**src/rtl/gpp_pkg.sv**
```systemverilog
// Shared types and constants for the grid point projector with bounding box.
package gpp_pkg;

   localparam int COORD_WIDTH_DEF     = 16;
   localparam int SCALE_FRAC_BITS_DEF = 8;

   localparam int OUT_WIDTH      = 32;
   localparam int SCALE_WIDTH    = 16;
   localparam int VIEW_WIDTH     = 3;
   localparam int TURN_WIDTH     = 2;
   localparam int CSR_ADDR_WIDTH = 4;
   localparam int CSR_DATA_WIDTH = 32;
   localparam int REG_IDX_WIDTH  = 2;

   // register indexes, byte address is 4 * index
   localparam logic [REG_IDX_WIDTH-1:0] REG_VIEW_MODE     = 2'd0;
   localparam logic [REG_IDX_WIDTH-1:0] REG_SCALE         = 2'd1;
   localparam logic [REG_IDX_WIDTH-1:0] REG_QUARTER_TURNS = 2'd2;

   // view mode codes; codes above PROJ_REAR project to the origin
   localparam logic [VIEW_WIDTH-1:0] PROJ_ISOMETRIC = 3'd0;
   localparam logic [VIEW_WIDTH-1:0] PROJ_PLAN      = 3'd1;
   localparam logic [VIEW_WIDTH-1:0] PROJ_PROFILE   = 3'd2;
   localparam logic [VIEW_WIDTH-1:0] PROJ_FRONT     = 3'd3;
   localparam logic [VIEW_WIDTH-1:0] PROJ_REAR      = 3'd4;

   localparam logic [VIEW_WIDTH-1:0]  VIEW_MODE_RESET     = PROJ_ISOMETRIC;
   localparam logic [SCALE_WIDTH-1:0] SCALE_RESET         = 16'd256;
   localparam logic [TURN_WIDTH-1:0]  QUARTER_TURNS_RESET = 2'd0;

   typedef struct packed {
      logic [VIEW_WIDTH-1:0]  view_mode;
      logic [SCALE_WIDTH-1:0] scale;
      logic [TURN_WIDTH-1:0]  quarter_turns;
   } cfg_type;

endpackage

```
**src/rtl/grid_point_projector_bbox_unit.sv**
```systemverilog
// Top level: grid point projector with running bounding box.
//
// Usage:
//   The req channel takes one grid point (x, y, height, first_of_frame) per
//   transaction; the rsp channel returns the projected screen point and the
//   bounding box of the frame so far. Both are valid/ready channels.
//   The APB-style port sets view mode (0x0), Q8.8 scale (0x4) and quarter
//   turns (0x8); pready is always high. Write it only while the block idles.
//   A req transaction passes through the input register, then the result
//   register, before rsp_valid rises. Throughput: one transaction per cycle
//   while rsp_ready holds, set by the input register feeding the projection
//   multipliers, saturation and box compare into the result register.
//   The result register also holds the box state, so the box only advances
//   as results are registered, in order.
//   Reset: synchronous, clears both stage valids, the box to zero and the
//   registers to view 0, scale 1.0, no turns. req_ready is high after reset.
//   Stall: while rsp_ready is low the result holds; one more transaction is
//   taken into the input register, then req_ready drops until rsp moves.
module grid_point_projector_bbox_unit #(
   parameter int COORD_WIDTH     = gpp_pkg::COORD_WIDTH_DEF,
   parameter int SCALE_FRAC_BITS = gpp_pkg::SCALE_FRAC_BITS_DEF
) (
   input  logic                                clock,
   input  logic                                reset,
   input  logic                                req_valid,
   output logic                                req_ready,
   input  logic signed [COORD_WIDTH-1:0]       req_grid_x,
   input  logic signed [COORD_WIDTH-1:0]       req_grid_y,
   input  logic signed [COORD_WIDTH-1:0]       req_height_z,
   input  logic                                req_first_of_frame,
   output logic                                rsp_valid,
   input  logic                                rsp_ready,
   output logic signed [gpp_pkg::OUT_WIDTH-1:0] rsp_screen_x,
   output logic signed [gpp_pkg::OUT_WIDTH-1:0] rsp_screen_y,
   output logic signed [gpp_pkg::OUT_WIDTH-1:0] rsp_box_left,
   output logic signed [gpp_pkg::OUT_WIDTH-1:0] rsp_box_right,
   output logic signed [gpp_pkg::OUT_WIDTH-1:0] rsp_box_top,
   output logic signed [gpp_pkg::OUT_WIDTH-1:0] rsp_box_bottom,
   input  logic                                psel,
   input  logic                                penable,
   input  logic                                pwrite,
   input  logic [gpp_pkg::CSR_ADDR_WIDTH-1:0]  paddr,
   input  logic [gpp_pkg::CSR_DATA_WIDTH-1:0]  pwdata,
   output logic [gpp_pkg::CSR_DATA_WIDTH-1:0]  prdata,
   output logic                                pready
);
   import gpp_pkg::*;

   cfg_type cfg;

   logic                          in_valid_ff, in_valid_in;
   logic signed [COORD_WIDTH-1:0] gx_ff, gy_ff, gz_ff;
   logic                          first_ff;

   logic                          out_valid_ff, out_valid_in;
   logic signed [OUT_WIDTH-1:0]   sx_ff, sy_ff;
   logic signed [OUT_WIDTH-1:0]   left_ff, right_ff, top_ff, bottom_ff;
   logic signed [OUT_WIDTH-1:0]   left_in, right_in, top_in, bottom_in;

   logic signed [OUT_WIDTH-1:0]   sx, sy;
   logic                          in_ready, out_ready, in_load, out_load;

   gpp_csr u_csr (
      .clock   (clock),
      .reset   (reset),
      .psel    (psel),
      .penable (penable),
      .pwrite  (pwrite),
      .paddr   (paddr),
      .pwdata  (pwdata),
      .prdata  (prdata),
      .pready  (pready),
      .cfg     (cfg)
   );

   gpp_project #(
      .COORD_WIDTH     (COORD_WIDTH),
      .SCALE_FRAC_BITS (SCALE_FRAC_BITS)
   ) u_project (
      .cfg      (cfg),
      .grid_x   (gx_ff),
      .grid_y   (gy_ff),
      .height_z (gz_ff),
      .screen_x (sx),
      .screen_y (sy)
   );

   assign out_ready = !out_valid_ff || rsp_ready;
   assign in_ready  = !in_valid_ff || out_ready;
   assign in_load   = req_valid && in_ready;
   assign out_load  = in_valid_ff && out_ready;

   assign in_valid_in  = in_ready ? req_valid : in_valid_ff;
   assign out_valid_in = out_ready ? in_valid_ff : out_valid_ff;

   // a frame start replaces the box; otherwise the point is merged in
   always_comb begin
      if (first_ff) begin
         left_in   = sx;
         right_in  = sx;
         top_in    = sy;
         bottom_in = sy;
      end else begin
         left_in   = (sx < left_ff)   ? sx : left_ff;
         right_in  = (sx > right_ff)  ? sx : right_ff;
         top_in    = (sy < top_ff)    ? sy : top_ff;
         bottom_in = (sy > bottom_ff) ? sy : bottom_ff;
      end
   end

   always_ff @(posedge clock) begin
      if (reset) begin
         in_valid_ff  <= 1'b0;
         out_valid_ff <= 1'b0;
         left_ff      <= '0;
         right_ff     <= '0;
         top_ff       <= '0;
         bottom_ff    <= '0;
      end else begin
         in_valid_ff  <= in_valid_in;
         out_valid_ff <= out_valid_in;
         if (out_load) begin
            left_ff   <= left_in;
            right_ff  <= right_in;
            top_ff    <= top_in;
            bottom_ff <= bottom_in;
         end
      end
   end

   always_ff @(posedge clock) begin
      if (in_load) begin
         gx_ff    <= req_grid_x;
         gy_ff    <= req_grid_y;
         gz_ff    <= req_height_z;
         first_ff <= req_first_of_frame;
      end
      if (out_load) begin
         sx_ff <= sx;
         sy_ff <= sy;
      end
   end

   assign req_ready      = in_ready;
   assign rsp_valid      = out_valid_ff;
   assign rsp_screen_x   = sx_ff;
   assign rsp_screen_y   = sy_ff;
   assign rsp_box_left   = left_ff;
   assign rsp_box_right  = right_ff;
   assign rsp_box_top    = top_ff;
   assign rsp_box_bottom = bottom_ff;

endmodule

```
**src/rtl/gpp_csr.sv**
```systemverilog
// APB-style configuration register file for the projector.
module gpp_csr (
   input  logic                                clock,
   input  logic                                reset,
   input  logic                                psel,
   input  logic                                penable,
   input  logic                                pwrite,
   input  logic [gpp_pkg::CSR_ADDR_WIDTH-1:0]  paddr,
   input  logic [gpp_pkg::CSR_DATA_WIDTH-1:0]  pwdata,
   output logic [gpp_pkg::CSR_DATA_WIDTH-1:0]  prdata,
   output logic                                pready,
   output gpp_pkg::cfg_type                    cfg
);
   import gpp_pkg::*;

   cfg_type                  cfg_ff;
   cfg_type                  cfg_in;
   logic                     wr_en;
   logic [REG_IDX_WIDTH-1:0] reg_idx;

   assign pready  = 1'b1;
   assign wr_en   = psel && penable && pwrite;
   assign reg_idx = paddr[CSR_ADDR_WIDTH-1:2];

   always_comb begin
      cfg_in = cfg_ff;
      if (wr_en) begin
         unique case (reg_idx)
            REG_VIEW_MODE:     cfg_in.view_mode     = pwdata[VIEW_WIDTH-1:0];
            REG_SCALE:         cfg_in.scale         = pwdata[SCALE_WIDTH-1:0];
            REG_QUARTER_TURNS: cfg_in.quarter_turns = pwdata[TURN_WIDTH-1:0];
            default:           cfg_in = cfg_ff;
         endcase
      end
   end

   always_comb begin
      unique case (reg_idx)
         REG_VIEW_MODE:     prdata = CSR_DATA_WIDTH'(cfg_ff.view_mode);
         REG_SCALE:         prdata = CSR_DATA_WIDTH'(cfg_ff.scale);
         REG_QUARTER_TURNS: prdata = CSR_DATA_WIDTH'(cfg_ff.quarter_turns);
         default:           prdata = '0;
      endcase
   end

   always_ff @(posedge clock) begin
      if (reset) begin
         cfg_ff.view_mode     <= VIEW_MODE_RESET;
         cfg_ff.scale         <= SCALE_RESET;
         cfg_ff.quarter_turns <= QUARTER_TURNS_RESET;
      end else begin
         cfg_ff <= cfg_in;
      end
   end

   assign cfg = cfg_ff;

endmodule

```
**src/rtl/gpp_project.sv**
```systemverilog
// Quarter turns, view projection, fixed-point scaling and 32-bit saturation.
module gpp_project #(
   parameter int COORD_WIDTH     = gpp_pkg::COORD_WIDTH_DEF,
   parameter int SCALE_FRAC_BITS = gpp_pkg::SCALE_FRAC_BITS_DEF
) (
   input  gpp_pkg::cfg_type                      cfg,
   input  logic signed [COORD_WIDTH-1:0]         grid_x,
   input  logic signed [COORD_WIDTH-1:0]         grid_y,
   input  logic signed [COORD_WIDTH-1:0]         height_z,
   output logic signed [gpp_pkg::OUT_WIDTH-1:0]  screen_x,
   output logic signed [gpp_pkg::OUT_WIDTH-1:0]  screen_y
);
   import gpp_pkg::*;

   // numerator: x + y - 2z needs three bits over the coordinate width
   localparam int NW = COORD_WIDTH + 3;
   localparam int PW = NW + SCALE_WIDTH + 1;
   localparam int EW = (PW > OUT_WIDTH + 1) ? PW : OUT_WIDTH + 1;

   logic signed [NW-1:0] x0, y0, z0;
   logic signed [NW-1:0] xt, yt;
   logic signed [NW-1:0] num_x, num_y;
   logic                 half_y;
   logic signed [PW-1:0] prod_x, prod_y;
   logic signed [PW-1:0] scale_ext;

   // divide by 2^(F + extra) rounding toward zero
   function automatic logic signed [PW-1:0] trunc_div(input logic signed [PW-1:0] p,
                                                      input logic extra);
      logic        [PW-1:0] bias;
      logic signed [PW-1:0] sum;
      bias = p[PW-1] ? ((PW'(1) << (SCALE_FRAC_BITS + int'(extra))) - PW'(1)) : '0;
      sum  = p + $signed(bias);
      return sum >>> (SCALE_FRAC_BITS + int'(extra));
   endfunction

   function automatic logic signed [OUT_WIDTH-1:0] sat_out(input logic signed [PW-1:0] q);
      logic signed [EW-1:0] qe;
      logic                 fits;
      qe   = EW'(q);
      fits = (qe[EW-1:OUT_WIDTH-1] == '0) || (qe[EW-1:OUT_WIDTH-1] == '1);
      if (fits) begin
         return qe[OUT_WIDTH-1:0];
      end else if (qe[EW-1]) begin
         return {1'b1, {(OUT_WIDTH-1){1'b0}}};
      end else begin
         return {1'b0, {(OUT_WIDTH-1){1'b1}}};
      end
   endfunction

   assign x0 = NW'(grid_x);
   assign y0 = NW'(grid_y);
   assign z0 = NW'(height_z);

   // each left turn maps (x, y) to (y, -x)
   always_comb begin
      unique case (cfg.quarter_turns)
         2'd0: begin
            xt = x0;
            yt = y0;
         end
         2'd1: begin
            xt = y0;
            yt = -x0;
         end
         2'd2: begin
            xt = -x0;
            yt = -y0;
         end
         default: begin
            xt = -y0;
            yt = x0;
         end
      endcase
   end

   always_comb begin
      half_y = 1'b0;
      unique case (cfg.view_mode)
         PROJ_ISOMETRIC: begin
            num_x  = xt - yt;
            num_y  = xt + yt - (z0 + z0);
            half_y = 1'b1;
         end
         PROJ_PLAN: begin
            num_x = xt;
            num_y = -yt;
         end
         PROJ_PROFILE: begin
            num_x = yt;
            num_y = -z0;
         end
         PROJ_FRONT: begin
            num_x = xt;
            num_y = -z0;
         end
         PROJ_REAR: begin
            num_x = -xt;
            num_y = -z0;
         end
         default: begin
            num_x = '0;
            num_y = '0;
         end
      endcase
   end

   assign scale_ext = $signed(PW'(cfg.scale));
   assign prod_x    = PW'(num_x) * scale_ext;
   assign prod_y    = PW'(num_y) * scale_ext;

   assign screen_x = sat_out(trunc_div(prod_x, 1'b0));
   assign screen_y = sat_out(trunc_div(prod_y, half_y));

endmodule

```
**config.mk**
```make
export PLATFORM = sky130hd
export DESIGN_NAME = grid_point_projector_bbox_unit
export DESIGN_NICKNAME = d
export VERILOG_FILES = /design/src/rtl/gpp_pkg.sv /design/src/rtl/grid_point_projector_bbox_unit.sv /design/src/rtl/gpp_csr.sv /design/src/rtl/gpp_project.sv
export SDC_FILE = /design/constraint.sdc
export NUM_CORES = 2
export LEC_CHECK = 0
export ABC_AREA = 1
export BUFFER_PORTS_ARGS = -buffer_cell sky130_fd_sc_hd__buf_2
export CAP_MARGIN = 5
export CORE_MARGIN = 2
export CORE_UTILIZATION = 39
export CTS_CLUSTER_DIAMETER = 120
export CTS_CLUSTER_SIZE = 16
export DETAILED_ROUTE_END_ITERATION = 10
export SYNTH_ARGS = -nofsm -noshare
export SYNTH_HDL_FRONTEND = slang
export SYNTH_SLANG_ARGS = --single-unit
```
**constraint.sdc**
```tcl
create_clock -name clock -period 12.7 [get_ports clock]
set_input_delay 2.54 -clock clock [delete_from_list [all_inputs] [get_ports clock]]
set_output_delay 2.54 -clock clock [all_outputs]
set_load 0.01 [all_outputs]
```
# ---- After elaboration in Yosys (flattened, before gate mapping)
# Index checks and enable logic that the tools add are counted.
# Widths: inputs -> output; s select.
dict set report totals {
  register_bits 264
}
dict set report classes {
  multipliers 2
  n_eq_ne 10
  add_sub_neg 13
  order_cmp 4
  reduce_logical 28
  n_mux 20
  shift 2
}
# cell n
set op_table {}
lappend op_table {{$mux 32} 12}
lappend op_table {{$pmux 19 s3} 3}
lappend op_table {{$pmux 19 s4} 1}
lappend op_table {{$add 36x36->36} 2}
lappend op_table {{$mul 19x17->36} 2}
lappend op_table {{$gt 32x32->1} 2}
lappend op_table {{$lt 32x32->1} 2}
lappend op_table {{$neg 16->19} 3}
lappend op_table {{$pmux 16 s3} 1}
lappend op_table {{$neg 19->19} 2}
lappend op_table {{$sub 19x19->19} 2}
lappend op_table {{$mux 36} 1}
lappend op_table {{$shl 1x32->36 const A} 1}
lappend op_table {{$sshr 36x32->36} 1}
lappend op_table {{$sub 36x1->36 const B} 1}
lappend op_table {{$add 19x19->19} 1}
lappend op_table {{$add 16x16->17} 1}
lappend op_table {{$reduce_and 2->1} 7}
lappend op_table {{$eq 5x5->1 const B} 2}
lappend op_table {{$logic_not 5->1} 2}
lappend op_table {{$mux 8} 1}
lappend op_table {{$reduce_bool 2->1} 4}
lappend op_table {{$eq 3x2->1 const B} 2}
lappend op_table {{$add 4x1->5 const A} 1}
lappend op_table {{other kinds (12)} 22}

# ---- Logic depth before layout (Yosys ltp)
dict set report depth {
  ltp_word 15
  mapped_depth 95
  mapped_depth_nobuf 93
}

# ---- Cells and area by module
# A second synthesis with hierarchy kept.
dict set report unflattened {
  hier_cells 6325
  area_unflattened_um2 46006.6
}
# module seq_area_each_um2 cells_per_inst area_each_um2 instances
set modules_own_cells {}
lappend modules_own_cells {gpp_project 0.0 4668 32033.2 1}
lappend modules_own_cells {grid_point_projector_bbox_unit 5995.8 1461 12727.2 1}
lappend modules_own_cells {gpp_csr 420.4 196 1246.2 1}

# ---- Worst setup path after synthesis
# OpenSTA, ideal clock, no wires.
dict set report synth_path {
  kind {reg-to-reg}
  start {register gy_ff[0]}
  end {register bottom_ff[3], in the netlist rsp_box_bottom[3]}
  stages_incl_launch_ff 82
  path_buffers 3
  t_required_ns 12.642
  setup_time_ns 0.058
  path_slack_ns -0.912
  arrival_ns 13.554
  cell_sequence {edfxtp_1 > inv_1 > ha_1 > nand2_1 > nor3_1 > inv_1 > or2_1 > nor2_4 > nand3_1 > nor4_2 > xor2_1 > inv_1 > o21ai_0 > inv_1 > fa_1 > ha_1 > nand2_1 > nor2_1 > (+46 left out) > inv_2 > ha_1 > a21oi_1 > o21ai_0 > a21oi_1 > nor2_1 > o21ai_0 > a21oi_1 > a211oi_1 > o211ai_1 > xnor2_1 > nand2_1 > a21oi_1 > clkinv_1 > clkbuf_1 > a21oi_1 > o21ai_0 > inv_1}
}
dict set report synth_between {
  elab_chain_cells 15
  elab_cells_between_ends 21
}
# element line
set synth_lines {}
lappend synth_lines {{start: declaration} grid_point_projector_bbox_unit.sv:52} ;# logic signed [COORD_WIDTH-1:0] gx_ff, gy_ff, gz_ff;
lappend synth_lines {{start signal: assignment} grid_point_projector_bbox_unit.sv:134} ;# gy_ff <= req_grid_y;
lappend synth_lines {{$neg 16->19} {gpp_project.sv:68, gpp_project.sv:71}}
lappend synth_lines {{$pmux 19 s3} gpp_project.sv:57} ;# unique case (cfg.quarter_turns)
lappend synth_lines {{$add 19x19->19} gpp_project.sv:82} ;# num_y = xt + yt - (z0 + z0);
lappend synth_lines {{$sub 19x19->19} gpp_project.sv:82}
lappend synth_lines {{$pmux 19 s3 (*)} gpp_project.sv:79} ;# unique case (cfg.view_mode)
lappend synth_lines {{$mul 19x17->36 (*)} gpp_project.sv:110} ;# assign prod_y = PW'(num_y) * scale_ext;
lappend synth_lines {{$mux 36} gpp_project.sv:32} ;# bias = p[PW-1] ? ((PW'(1) << (SCALE_FRAC_BITS + int'(extra))) - PW'(1)) : '0;
lappend synth_lines {{$add 36x36->36 (*)} gpp_project.sv:33} ;# sum = p + $signed(bias);
lappend synth_lines {{$sshr 36x32->36 (*)} gpp_project.sv:34} ;# return sum >>> (SCALE_FRAC_BITS + int'(extra));
lappend synth_lines {{$eq 5x5->1 or $logic_not 5->1 (tied branches)} gpp_project.sv:41} ;# fits = (qe[EW-1:OUT_WIDTH-1] == '0) || (qe[EW-1:OUT_WIDTH-1] == '1);
lappend synth_lines {{$logic_or 1x1->1} gpp_project.sv:41}
lappend synth_lines {{$mux 32 (*)} gpp_project.sv:42} ;# if (fits) begin
lappend synth_lines {{$gt 32x32->1} grid_point_projector_bbox_unit.sv:107} ;# bottom_in = (sy > bottom_ff) ? sy : bottom_ff;
lappend synth_lines {{$reduce_bool 2->1 (no line)} --}
lappend synth_lines {{$reduce_and 2->1 (no line)} --}
lappend synth_lines {{end signal: assignment} grid_point_projector_bbox_unit.sv:126} ;# bottom_ff <= bottom_in;
lappend synth_lines {{end: declaration} grid_point_projector_bbox_unit.sv:57} ;# logic signed [OUT_WIDTH-1:0] left_ff, right_ff, top_ff, bottom_ff;
# Mark *: on every way between the ends. The rest lies on a longest branch, timed or not. The select of a mux whose other input is x is not followed.
# A chain may end at the register's enable or synchronous reset.

# ---- Final worst setup path
dict set report layout_path {
  start {register gx_ff[0]}
  end {register bottom_ff[17], in the netlist rsp_box_bottom[17]}
}
dict set report layout_between {
  elab_cells_between_ends 21
}
# element line
set layout_rtl {}
lappend layout_rtl {{start: declaration} grid_point_projector_bbox_unit.sv:52}
lappend layout_rtl {{start signal: assignment} grid_point_projector_bbox_unit.sv:133} ;# gx_ff <= req_grid_x;
lappend layout_rtl {{$neg 16->19} {gpp_project.sv:64, gpp_project.sv:67}}
lappend layout_rtl {{$pmux 19 s3} gpp_project.sv:57}
lappend layout_rtl {{$add 19x19->19} gpp_project.sv:82}
lappend layout_rtl {{$sub 19x19->19} gpp_project.sv:82}
lappend layout_rtl {{$pmux 19 s3 (*)} gpp_project.sv:79}
lappend layout_rtl {{$mul 19x17->36 (*)} gpp_project.sv:110}
lappend layout_rtl {{$mux 36} gpp_project.sv:32}
lappend layout_rtl {{$add 36x36->36 (*)} gpp_project.sv:33}
lappend layout_rtl {{$sshr 36x32->36 (*)} gpp_project.sv:34}
lappend layout_rtl {{$eq 5x5->1 or $logic_not 5->1 (tied branches)} gpp_project.sv:41}
lappend layout_rtl {{$logic_or 1x1->1} gpp_project.sv:41}
lappend layout_rtl {{$mux 32 (*)} gpp_project.sv:42}
lappend layout_rtl {{$mux 32} grid_point_projector_bbox_unit.sv:107}
lappend layout_rtl {{$mux 32 (*)} grid_point_projector_bbox_unit.sv:98} ;# if (first_ff) begin
lappend layout_rtl {{named net bottom_in[17]} grid_point_projector_bbox_unit.sv:58} ;# logic signed [OUT_WIDTH-1:0] left_in, right_in, top_in, bottom_in;
# Mark *: on every way through the listed nets, which the timed path passes. The rest lies on a longest branch. The select of a mux whose other input is x is not followed.

==> reports/results.tsv <==
stage	metric	value	unit
synthesis	synth_top_area_cell	fa_1	
floorplanning	die_h	332.0	um
synthesis	ys_seq_area_share	13.95	%
detailed_routing	wl	130800	um
timing	period_needed	13.92	ns
placed_design	portBuffers	283	
synthesis	synthMuxAreaShare	0	%
clocking	numCtsBuffers	22	
clocking	cts.sinks	240	
detailed_routing	dr.max_layer_used	met5	
floorplanning	coreArea	106900	um^2
synthesis	synth_top_family_by_area	adder cells	
clocking	tritoncts	done	
power	report.power.total	0.01376	W
detailed_routing	vias	38850	
placed_design	dpl.hpwl	106400	um
power	peakVddDrop	0.1716	mV
detailed_routing	route.met3.wl	9251	um
synthesis	ys_types	72	
power	power.density	256.3	nW/um^2
critical_path	cp.arrival	14.43	ns
synthesis	async_flop_share	0	%
critical_path	cp_max_fo	8	
timing	clock.fmax	0.07186	GHz
finish	final_nets	7564	
floorplanning	ioPinCount	319	
global_route	grt_usage	23.51	%
timing	setup_violations	112	
timing	grt_setup_unrepaired	yes	
detailed_routing	drtIter0Drc	2734	
min_path	hold_path.class	flop to flop	
critical_path	endpoint_kind	flop	
run	maxCapViolations	0	
global_route	grt-ovfl-total	0	
global_route	antenna_found_initial	5	
status	violations	setup timing	
synthesis	post_synth_and_or_nand_nor_area_fraction	18.89	%
clocking	cts_root_buf	clkbuf_16	
floorplanning	die_area	110200	um^2
floorplanning	start_util	39.26	%
critical_path	slowest_delay	0.59	ns
timing	hold_violations	0	
detailed_routing	post_drt_wl_per_cell	16.49	um
critical_path	cp.required	13.21	ns
synthesis	synth.cell_area	41970	um^2
status	run_status	complete, but fails checks	
clocking	clkLatencyLatePin	0.60	ns
detailed_routing	met2_length	61390	um
placed_design	gp_congestion	0.9075	
finish	instances_no_fill	7930	
clocking	cts.path.max_buffers	3	
synthesis	synth_compound_area_share	9.085	%
placed_design	dp_slack	-1.496	ns
timing	worst_pin_slew	1.278	ns
synthesis	synth_top_area_share	29.77	%
clocking	hold_buffers	0	
timing	skew	0.05472	ns
clocking	htreeDepth	1	
detailed_routing	dr.pass1.iters	6	
timing	fin_crit_sh	109.6	%
critical_path	crit_slowest_cell	fa_1	
global_route	grt_pass1_vias	38830	
clocking	clk_pin_slew_worst_paths	0.08	ns
timing	final_max_slew_viol_count	0	
synthesis	yosysWarnings	0	
critical_path	crit_type	flop to flop	
floorplanning	die_w	332.0	um
detailed_routing	wl_met1	56900	um
detailed_routing	routed_via_density	4.899	
timing	relSlewSlack	14.68	%
timing	hold-worst-slack	0.5087	ns
finish	drive_gt1_share	25.51	%
global_route	grt_pass1_wl	207200	um
power	power_leakage	28.33	nW
synthesis	synth_edf_count	105	
synthesis	synthFlopType	dfxtp_1	
synthesis	synthTopCellsByArea	fa_1 30%, inv_1 12%, ha_1 10%	
critical_path	setup.worst_path.start_class	flop	
synthesis	synth_adder_area_share	39.96	%
floorplanning	fp-row-count	120	
finish	area_growth	27.97	%
detailed_routing	detail-route-antenna-nets	0	
synthesis	avgSynthCellArea	7.607	um^2
timing	layout_setup_ws	-1.215	ns
placed_design	dp_cells	7813	
synthesis	synth_xor_area_share	2.671	%
detailed_routing	drc	0	
global_route	grt_max_degree	92	
synthesis	syn_inst	5517	
synthesis	ys_ff_latch	240	
## layout make-up
cell class	count	area (um^2)
Tap cell	1403	1755
Fill cell	10320	53200
Multi-Input combinational cell	3657	31320
Antenna cell	5	12.51
Timing Repair Buffer	1158	8672
Sequential cell	240	5857
Clock buffer	33	623.1
Inverter	1427	5379
Clock inverter	7	81.33
## cells in the final DEF (no fill, tap or decap), types with 51 or more instances in the layout
| cell type | count |
|---|---|
| inv_1 | 1316 |
| nand2_1 | 1034 |
| buf_4 | 815 |
| fa_1 | 603 |
| nor2_1 | 408 |
| ha_1 | 311 |
| buf_2 | 283 |
| a21oi_1 | 235 |
| o21ai_0 | 162 |
| nand3_1 | 138 |
| dfxtp_1 | 134 |
| edfxtp_1 | 105 |
| inv_2 | 89 |
| xor2_1 | 88 |
| nand2_2 | 74 |
| o21ai_1 | 51 |
## worst paths after layout
check,start,end,slack (ns),cells after the start
worst max-delay path,gx_ff[0],rsp_box_bottom[17],-1.22,87
worst min-delay path,rsp_valid,rsp_valid,0.51,2
worst max register to register,gx_ff[0],rsp_box_bottom[17],-1.22,87
worst min register to register,rsp_valid,rsp_valid,0.51,2
## cell families after synthesis
group                    Yosys count
AND/OR/NAND/NOR                 1873
buffers and inverters           1635
adder cells (fa/ha/maj)          966
AO/OA/AOI/OAI                    673
flip-flops                       240
XOR/XNOR                         128
other                              2
## registers in the layout (all words and copies together), names as in the netlist, 21 cells and up
register        flops
rsp_screen_x       28
rsp_box_left       28
rsp_screen_y       28
rsp_box_top        28
rsp_box_bottom     28
rsp_box_right      28
u_csr.cfg          21
## synth_stat cells, types with 15 or more instances
library cell,count
a21oi_1,284
buf_2,37
buf_4,44
clkbuf_1,98
clkinv_1,16
dfxtp_1,135
edfxtp_1,105
fa_1,624
ha_1,342
inv_1,1360
inv_2,48
nand2_1,1096
nand2_2,32
nand3_1,147
nand3b_1,15
nand4_1,42
nor2_1,426
nor2_2,17
nor3_1,24
o211ai_1,18
o21ai_0,215
o21ai_1,25
o21bai_1,18
o221ai_1,16
xnor2_1,33
xor2_1,95
## timing repair
action / in CTS / in global routing
endpoints found under the hold margin: 0 / 0
setup endpoints to repair: 112 / 113
pin swaps: 72 / 136
setup buffers: 36 / 36
cloned: 7 / 6
resized for setup: 153 / 227
## worst max-delay path, delay by kind of cell (launching register included)
family / cells / cell delay, ns
adder cells (fa/ha/maj): 12 / 4.92
AND/OR/NAND/NOR: 34 / 3.42
AO/OA/AOI/OAI: 22 / 3.18
buffers and inverters: 16 / 1.43
XOR/XNOR: 3 / 0.43
flip-flops: 1 / 0.42
## power by group
part / internal [W] / leakage [nW] / switching [W]
clock network: 0.000349 / 0.337 / 0.000357
logic: 0.00532 / 25.9 / 0.00646
registers: 0.00113 / 2.11 / 0.000153
## routing by layer
layer,global-route usage [%],vias up
met5,0,-
met4,5.909,4
met3,2.978,195
met2,39.71,1265
met1,31.88,18780
li1,-,18610
## per-stage QoR
step	area [um^2]	setup TNS, ns	utilization, %
finish	53700	-88.09	50.24
global route	53690	-171.00	50.23
floorplan	42480	-0.2252	-
CTS	52550	-70.16	49.15
global placement	50930	-101.23	47.64
detailed placement	50930	-121.14	47.64
Note: power is estimated with default switching activity, not from simulation.
